### src/rtl/rau_pkg.sv
`default_nettype none
package rau_pkg;
   localparam int NUM_WIDTH = 33;
   localparam int DEN_WIDTH = 31;

   typedef enum logic [1:0] {
      CMD_ADD = 2'd0,
      CMD_SUB = 2'd1,
      CMD_MUL = 2'd2,
      CMD_DIV = 2'd3
   } cmd_type;

   typedef enum logic [2:0] {
      ST_IDLE,
      ST_MUL,
      ST_GCD,
      ST_DIV,
      ST_DONE
   } state_type;

   // control from the sequencer to the cell row
   typedef struct packed {
      logic load;   // capture dividend and divisor into the row
      logic shift;  // advance one bit of restoring division
   } cell_ctl_type;
endpackage
`default_nettype wire

### src/rtl/rau_cell.sv
`default_nettype none
// One bit cell of a shift/subtract divider row. Each cell holds one bit of the
// partial remainder and one bit of the divisor; the borrow ripples along the row.
module rau_cell (
   input  wire logic             clock,
   input  wire logic             reset,
   input  wire rau_pkg::cell_ctl_type ctl,
   input  wire logic             load_rem,
   input  wire logic             load_dvs,
   input  wire logic             rem_lo,     // bit shifted in from the lower neighbour
   input  wire logic             borrow_in,
   input  wire logic             take,       // row-wide: subtraction succeeded
   output logic                  rem_out,    // current remainder bit
   output logic                  borrow_out
);
   import rau_pkg::*;
   logic rem_ff, rem_in, dvs_ff, dvs_in, diff;

   assign diff       = rem_lo ^ dvs_ff ^ borrow_in;
   assign borrow_out = (~rem_lo & (dvs_ff | borrow_in)) | (dvs_ff & borrow_in);
   assign rem_out    = rem_ff;

   always_comb begin
      rem_in = rem_ff;
      dvs_in = dvs_ff;
      if (ctl.load) begin
         rem_in = load_rem;
         dvs_in = load_dvs;
      end else if (ctl.shift) begin
         rem_in = take ? diff : rem_lo;
      end
   end

   always_ff @(posedge clock) begin
      if (reset) begin
         rem_ff <= 1'b0;
         dvs_ff <= 1'b0;
      end else begin
         rem_ff <= rem_in;
         dvs_ff <= dvs_in;
      end
   end
endmodule
`default_nettype wire

### src/rtl/rau_divrow.sv
`default_nettype none
// Restoring divider built as a row of bit cells. One quotient bit per cycle of
// ctl.shift: the dividend shifts in at the bottom; each shift tries remainder - divisor.
module rau_divrow #(
   parameter int W = 34
) (
   input  wire logic          clock,
   input  wire logic          reset,
   input  wire rau_pkg::cell_ctl_type ctl,
   input  wire logic [W-1:0]  dividend,
   input  wire logic [W-1:0]  divisor,
   output logic [W-1:0]       quotient,
   output logic [W-1:0]       remainder
);
   import rau_pkg::*;
   logic [W-1:0] rem;
   logic [W:0]   borrow;
   logic [W-1:0] shin;
   logic [W-1:0] quo_ff, quo_in;
   logic         take;

   // extra top bit of the remainder; cleared on load and on every shift, so it stays zero
   logic top_ff, top_in;
   assign borrow[0] = 1'b0;
   assign shin      = {rem[W-2:0], quo_ff[W-1]};
   assign take      = top_ff | rem[W-1] | ~borrow[W];

   for (genvar i = 0; i < W; i++) begin : g_cell
      rau_cell u_cell (
         .clock     (clock),
         .reset     (reset),
         .ctl       (ctl),
         .load_rem  (1'b0),
         .load_dvs  (divisor[i]),
         .rem_lo    (shin[i]),
         .borrow_in (borrow[i]),
         .take      (take),
         .rem_out   (rem[i]),
         .borrow_out(borrow[i+1])
      );
   end

   always_comb begin
      quo_in = quo_ff;
      top_in = top_ff;
      if (ctl.load) begin
         quo_in = dividend;
         top_in = 1'b0;
      end else if (ctl.shift) begin
         quo_in = {quo_ff[W-2:0], take};
         top_in = 1'b0;
      end
   end

   always_ff @(posedge clock) begin
      if (reset) begin
         quo_ff <= '0;
         top_ff <= 1'b0;
      end else begin
         quo_ff <= quo_in;
         top_ff <= top_in;
      end
   end

   assign quotient  = quo_ff;
   assign remainder = rem;
endmodule
`default_nettype wire

### src/rtl/rational_arithmetic_unit.sv
`default_nettype none
// Rational arithmetic unit: forms a/b op c/d (add, subtract, multiply, divide)
// and reduces it by gcd. One transaction at a time. The cross products are taken
// with the request and combined in the ST_MUL state. Then come the Euclid steps,
// each a full pass of the bit-serial divider row: load, W shifts and read
// (W = 2*OPERAND_WIDTH+2). Two more passes divide numerator and denominator by
// the gcd, and the ST_DONE state raises rsp_valid. A zero-denominator or zero-divisor
// error is valid the cycle after acceptance. A result that waits holds off the next request.
module rational_arithmetic_unit #(
   parameter int OPERAND_WIDTH = 16
) (
   input  wire logic                          clock,
   input  wire logic                          reset,
   input  wire logic                          req_valid,
   output logic                               req_ready,
   input  wire logic [1:0]                    req_cmd,
   input  wire logic signed [OPERAND_WIDTH-1:0] req_first_numerator,
   input  wire logic signed [OPERAND_WIDTH-1:0] req_first_denominator,
   input  wire logic signed [OPERAND_WIDTH-1:0] req_second_numerator,
   input  wire logic signed [OPERAND_WIDTH-1:0] req_second_denominator,
   output logic                               rsp_valid,
   input  wire logic                          rsp_ready,
   output logic signed [rau_pkg::NUM_WIDTH-1:0] rsp_result_numerator,
   output logic [rau_pkg::DEN_WIDTH-1:0]      rsp_result_denominator,
   output logic                               rsp_error_flag
);
   import rau_pkg::*;
   localparam int MW   = 2 * OPERAND_WIDTH;
   localparam int W    = MW + 2;
   localparam int LAST = W + 1;
   localparam int CW   = $clog2(W + 2);

   state_type    state_ff, state_in;
   logic [CW-1:0] cnt_ff, cnt_in;
   logic [OPERAND_WIDTH-1:0] mb_ff, mc_ff, md_ff;
   logic [OPERAND_WIDTH-1:0] ma, mb, mc, md;
   logic         sa, sb, sc, sd;
   cmd_type      cmd_ff;
   logic         n1_ff, n2_ff, err;
   logic [MW-1:0] t1_ff, t2_ff;
   logic [W-1:0] num_ff, den_ff, x_ff, y_ff, g_ff, qn_ff;
   logic         neg_ff, phase_ff;
   logic [W-1:0] dvd, dvs, quo, rem;
   cell_ctl_type ctl;
   logic         out_v_ff;
   logic [NUM_WIDTH-1:0] out_n_ff;
   logic [DEN_WIDTH-1:0] out_d_ff;
   logic         out_e_ff;

   assign sa = req_first_numerator[OPERAND_WIDTH-1];
   assign sb = req_first_denominator[OPERAND_WIDTH-1];
   assign sc = req_second_numerator[OPERAND_WIDTH-1];
   assign sd = req_second_denominator[OPERAND_WIDTH-1];
   assign ma = sa ? -req_first_numerator : req_first_numerator;
   assign mb = sb ? -req_first_denominator : req_first_denominator;
   assign mc = sc ? -req_second_numerator : req_second_numerator;
   assign md = sd ? -req_second_denominator : req_second_denominator;
   assign err = (mb == '0) || (md == '0) || (cmd_type'(req_cmd) == CMD_DIV && mc == '0);

   assign req_ready = (state_ff == ST_IDLE) && !out_v_ff;

   // next state
   always_comb begin
      state_in = state_ff;
      cnt_in   = cnt_ff;
      unique case (state_ff)
         ST_IDLE: if (req_valid && req_ready && !err) state_in = ST_MUL;
         ST_MUL:  begin
            state_in = ST_GCD;
            cnt_in   = '0;
         end
         ST_GCD: begin
            if (cnt_ff == CW'(LAST)) begin
               cnt_in = '0;
               if (rem == '0) state_in = ST_DIV;
            end else begin
               cnt_in = cnt_ff + 1'b1;
            end
         end
         ST_DIV: begin
            if (cnt_ff == CW'(LAST)) begin
               cnt_in = '0;
               if (phase_ff) state_in = ST_DONE;
            end else begin
               cnt_in = cnt_ff + 1'b1;
            end
         end
         ST_DONE: state_in = ST_IDLE;
         default: state_in = ST_IDLE;
      endcase
   end

   // row control: load on count 0, shift on each count up to W, result read at the last count
   always_comb begin
      ctl.load  = 1'b0;
      ctl.shift = 1'b0;
      unique case (state_ff)
         ST_GCD, ST_DIV: begin
            ctl.load  = (cnt_ff == '0);
            ctl.shift = (cnt_ff != '0) && (cnt_ff != CW'(LAST));
         end
         default: ;
      endcase
   end

   // y_ff of zero marks the first Euclid pass: the row takes num and den directly
   always_comb begin
      dvd = x_ff;
      dvs = y_ff;
      if (state_ff == ST_GCD && y_ff == '0) begin
         dvd = num_ff;
         dvs = den_ff;
      end else if (state_ff == ST_DIV) begin
         dvd = phase_ff ? den_ff : num_ff;
         dvs = g_ff;
      end
   end

   rau_divrow #(.W(W)) u_row (
      .clock    (clock),
      .reset    (reset),
      .ctl      (ctl),
      .dividend (dvd),
      .divisor  (dvs),
      .quotient (quo),
      .remainder(rem)
   );

   always_ff @(posedge clock) begin
      if (req_valid && req_ready) begin
         mb_ff  <= mb;
         mc_ff  <= mc;
         md_ff  <= md;
         cmd_ff <= cmd_type'(req_cmd);
         n1_ff  <= sa ^ sb;
         n2_ff  <= (sc ^ sd) ^ (cmd_type'(req_cmd) == CMD_SUB);
      end
      if (state_ff == ST_IDLE) begin
         t1_ff <= MW'(ma * (cmd_type'(req_cmd) == CMD_MUL ? mc : md));
         t2_ff <= MW'(mc * mb);
      end
      if (state_ff == ST_MUL) begin
         unique case (cmd_ff)
            CMD_MUL: begin
               num_ff <= W'(t1_ff);
               den_ff <= W'(mb_ff * md_ff);
               neg_ff <= n1_ff ^ n2_ff;
            end
            CMD_DIV: begin
               num_ff <= W'(t1_ff);
               den_ff <= W'(mb_ff * mc_ff);
               neg_ff <= n1_ff ^ n2_ff;
            end
            default: begin
               den_ff <= W'(mb_ff * md_ff);
               if (n1_ff == n2_ff) begin
                  num_ff <= W'(t1_ff) + W'(t2_ff);
                  neg_ff <= n1_ff;
               end else if (t1_ff >= t2_ff) begin
                  num_ff <= W'(t1_ff - t2_ff);
                  neg_ff <= n1_ff;
               end else begin
                  num_ff <= W'(t2_ff - t1_ff);
                  neg_ff <= n2_ff;
               end
            end
         endcase
      end
      if (state_ff == ST_MUL) begin
         x_ff <= '0;
         y_ff <= '0;
         phase_ff <= 1'b0;
      end
      if (state_ff == ST_GCD && cnt_ff == '0 && y_ff == '0) begin
         x_ff <= num_ff;
         y_ff <= den_ff;
      end
      if (state_ff == ST_GCD && cnt_ff == CW'(LAST)) begin
         x_ff <= y_ff;
         y_ff <= rem;
         if (rem == '0) g_ff <= y_ff;
      end
      if (state_ff == ST_DIV && cnt_ff == CW'(LAST)) begin
         phase_ff <= 1'b1;
         if (!phase_ff) qn_ff <= quo;
      end
   end

   // result register
   always_ff @(posedge clock) begin
      if (reset) begin
         out_v_ff <= 1'b0;
      end else if (req_valid && req_ready && err) begin
         out_v_ff <= 1'b1;
      end else if (state_ff == ST_DONE) begin
         out_v_ff <= 1'b1;
      end else if (rsp_ready) begin
         out_v_ff <= 1'b0;
      end
   end

   always_ff @(posedge clock) begin
      if (req_valid && req_ready && err) begin
         out_n_ff <= '0;
         out_d_ff <= '0;
         out_e_ff <= 1'b1;
      end else if (state_ff == ST_DIV && cnt_ff == CW'(LAST) && phase_ff) begin
         out_n_ff <= (neg_ff && qn_ff != '0) ? -NUM_WIDTH'(qn_ff) : NUM_WIDTH'(qn_ff);
         out_d_ff <= DEN_WIDTH'(quo);
         out_e_ff <= 1'b0;
      end
   end

   always_ff @(posedge clock) begin
      if (reset) begin
         state_ff <= ST_IDLE;
         cnt_ff   <= '0;
      end else begin
         state_ff <= state_in;
         cnt_ff   <= cnt_in;
      end
   end

   assign rsp_valid              = out_v_ff;
   assign rsp_result_numerator   = out_n_ff;
   assign rsp_result_denominator = out_d_ff;
   assign rsp_error_flag         = out_e_ff;

   a_busy_not_ready: assert property (@(posedge clock) disable iff (reset)
      (state_ff != ST_IDLE) |-> !req_ready) else $error("ready while busy");
   a_done_valid: assert property (@(posedge clock) disable iff (reset)
      (state_ff == ST_DONE) |=> rsp_valid) else $error("result lost");
   a_err_zero: assert property (@(posedge clock) disable iff (reset)
      (rsp_valid && rsp_error_flag) |-> (rsp_result_denominator == '0))
      else $error("error result not zero");
   a_den_pos: assert property (@(posedge clock) disable iff (reset)
      (rsp_valid && !rsp_error_flag) |-> (rsp_result_denominator != '0))
      else $error("zero denominator on good result");
endmodule
`default_nettype wire
### config.mk
export PLATFORM = sky130hd
export DESIGN_NAME = rational_arithmetic_unit
export DESIGN_NICKNAME = d
export VERILOG_FILES = /design/src/rtl/rau_pkg.sv /design/src/rtl/rau_cell.sv /design/src/rtl/rau_divrow.sv /design/src/rtl/rational_arithmetic_unit.sv
export SDC_FILE = /design/constraint.sdc
export NUM_CORES = 2
export LEC_CHECK = 0
export BUFFER_PORTS_ARGS = -buffer_cell sky130_fd_sc_hd__buf_2
export CAP_MARGIN = 20
export CELL_PAD_IN_SITES_DETAIL_PLACEMENT = 1
export CELL_PAD_IN_SITES_GLOBAL_PLACEMENT = 2
export CORE_MARGIN = 5
export CORE_UTILIZATION = 42
export DETAILED_ROUTE_END_ITERATION = 8
export GPL_TIMING_DRIVEN = 0
export PLACE_DENSITY = 0.88
export SLEW_MARGIN = 5
export SYNTH_ARGS = -nofsm -noshare
export SYNTH_HDL_FRONTEND = slang
export SYNTH_SLANG_ARGS = --single-unit
### constraint.sdc
create_clock -name clock -period 17.05 [get_ports clock]
set_input_delay 0.8525 -clock clock [delete_from_list [all_inputs] [get_ports clock]]
set_output_delay 0.8525 -clock clock [all_outputs]
set_load 0.02 [all_outputs]
==> results.txt <==
Status: finished, final reports clean
Final setup violation count: 0
Largest net degree at the start of global routing: 56
RSZ-0062 raised after global routing: no
Port buffer count: 131
Skew-Pair Late Insertion Delay: 0.66 ns
Clk sinks: 497
Delay-heaviest family, CP: adder cells
Crit. Startpoint: u_row.quotient[33]
Layout cell share with drive strength beyond 1: 0.0435
FP Rows: 138
Max-Cap Viols: 0
Critical R2R Launch: u_row.quotient[33]
Routed len/inst: 24.2 microns
CTS Buffer Depth: 3
Crit Reg-Reg Endpoint: u_row.g_cell[22].u_cell.rem_out
Die Y-Extent: 388 microns
Fin worst setup slack: 1.23 ns
Cts repair resizes: 0
Post-DP HPWL: 177 mm
Post-synth cell types: 78
CP arrival: 16.36 ns
Mapped Nets: 8065
Crit path kind: flop to flop
Core area: 0.142 sq mm
Antenna Violating Nets Remaining: 0
Critical path's slowest cell: clkbuf_1
Crit path depth: 41
Routed wire length: 213 mm
Vias: 49605
Crit path required time: 17.60 ns
R2r setup slk: 1.23 ns
Least-Margin Pin Slew: 1.19 ns
Worst stage delay on the critical path: 0.50 ns
TritonCTS buffer count: 51
Number of flops mapped to enable cells by yosys: 319
Worst setup EP type: flop
Post-CTS Setup Repair Bufs: 0
Remaining Overflow, GRT: 0
Drt via density: 5.62
Area Growth Syn to Fin: 8.76%
Sequential fraction of the synthesis area: 0.219
First-pass GRT wire length: 324 mm
Synthesized area: 0.0600 sq mm
CTS clk-pin slew, worst paths: 0.06 ns
DP Worst Slack: 1.35 ns
CP startpoint kind: flop
Die Area: 0.151 sq mm
Nets: 8279
Tcrit/Tclk final: 0.928
CP endpoint: u_row.g_cell[22].u_cell.rem_out
Final min period: 15.82 ns
Max-slew violations: 0
Number of global-route vias before repair: 53199
Count leader, synth: inv_1
CP max FO: 10
Mapped Avg Cell Area: 9.01 sq um
Crit-path most repeated cell: fa_1
Synth area leader: fa_1
Ranking of synthesized cells by area: fa_1 27%, edfxtp_1 16%, ha_1 11%
Synth top area share: 0.271
Tot GR Track Use: 0.278
Chip width: 388 microns
Ports: 137
Fraction of registers with async set/reset: 0
Yosys reg bits: 497
Routability congestion estimate: 0.922
Cells after synthesis: 6662
Hold Vio Cnt, Final: 0
Synth top cells by count: 1083 x inv_1, 992 x nand2_1, 812 x fa_1, 521 x ha_1, 452 x nor2_1
Cells on worst reg2reg path: 41
TNS Setup: 0 ns
# DRC: 0
FMAX: 63.2 MHz
1st-iter DRT viols: 3456
Slew HR: 0.201
Hold_ws: 0.443 ns
HP Class: flop to flop
Primary FF master, synth: edfxtp_1
Initial antenna violation count: 13
WP buf/inv: 4
Syn. warnings: 0
Final clock skew: 0.0546 ns
Htree depth: 2
Root buffer cell: clkbuf_16
First-pass DRT Iterations: 5
CTS tree: built
Initial core utilization: 0.424
Post-CTS Hold Fix Bufs: 0
worst reg2reg max path: cells and delay by family, from the launching register on:
| kind | cells | cell delay (ns) |
|---|---|---|
| fa+ha+maj | 34 | 13.55 |
| flops | 1 | 0.44 |
| compound gates | 2 | 0.34 |
| simple gates | 1 | 0.08 |
| buf+inv | 4 | 1.32 |
through the flow:
stage | util | std cells | cell area (sq um)
3_5_place_dp | 0.447 | 8710 | 63400
4_1_cts | 0.460 | 8806 | 65200
3_3_place_gp | 0.445 | 8683 | 63100
2_1_floorplan | - | 6662 | 60000
6_report | 0.461 | 8819 | 65300
5_1_grt | 0.460 | 8809 | 65300
how the worst min path moves through the flow:
stage | startpoint | to | slack, ns | cells after the start
2_1_floorplan | u_row.quotient[32] | qn_ff[32] | 0.43 | 0
3_3_place_gp | rsp_error_flag | rsp_error_flag | 0.43 | 2
3_5_place_dp | rsp_error_flag | rsp_error_flag | 0.44 | 2
4_1_cts | rsp_error_flag | rsp_error_flag | 0.45 | 2
5_1_grt | rsp_error_flag | rsp_error_flag | 0.47 | 2
6_report | rsp_error_flag | rsp_error_flag | 0.44 | 2
flip-flops by register name (all words and copies together), names as in the netlist, 3 cells and up:
name / count
mb_ff: 16
u_row.g_cell.u_cell.dvs_ff: 34
md_ff: 16
mc_ff: 16
g_ff: 34
state_ff: 3
u_row.g_cell.u_cell.rem_out: 34
t2_ff: 32
rsp_result_denominator: 31
u_row.quotient: 34
qn_ff: 34
rsp_result_numerator: 33
num_ff: 34
den_ff: 32
y_ff: 34
x_ff: 34
t1_ff: 32
cnt_ff: 6
routing by layer:
| metal | track usage | wire (microns) | up-vias |
|---|---|---|---|
| li1 | - | - | 22080 |
| met2 | 0.460 | 99300 | 1682 |
| met5 | 0 | 89 | - |
| met4 | 0.100 | 9010 | 12 |
| met1 | 0.370 | 90600 | 25428 |
| met3 | 0.0460 | 14100 | 403 |
cell type report:
class                   count  area [sq um]
diodes                     10          25.0
fillers                 16550         76500
clock inverters            34           448
well taps                1890          2360
inverters                1091          4100
multi-input cells        4765         41700
flip-flops and latches    497         13100
repair buffers            161           941
clock buffers              62          1390
plain buffers             309          1170
cells in the final DEF, fill, tap and decap left out, types with 19 or more instances in the layout:
cell type and count:
fa_1 812, a21oi_1 299, nand2b_1 36, nor2b_1 22, o211ai_1 51, xor2_1 106, nand2_1 992, nor3_1 79
o22ai_1 38, clkbuf_16 52, a211oi_1 72, nor2_1 451, mux2i_1 79, and3_1 19, o21bai_1 30, o21ai_0 219
ha_1 521, nor4_1 44, a31oi_1 22, buf_1 26, dfxtp_1 178, buf_2 138, a311oi_1 41, nand3_1 68
xnor2_1 114, and2_1 251, edfxtp_1 319, a21o_1 54, a22o_1 36, clkbuf_1 281, inv_1 1083, nand4_1 34
o21a_1 29, o31ai_1 28
cell families after synthesis:
logic type               share of synthesized area
multiplexers                                0.0145
XOR/XNOR                                    0.0327
buffers and inverters                       0.0878
adder cells (fa/ha/maj)                      0.379
flip-flops                                   0.219
AND/OR/NAND/NOR                              0.154
AO/OA/AOI/OAI                                0.113
Power is not shown: default switching activity piles up to over one toggle a cycle in this logic, so the estimate is an artifact.
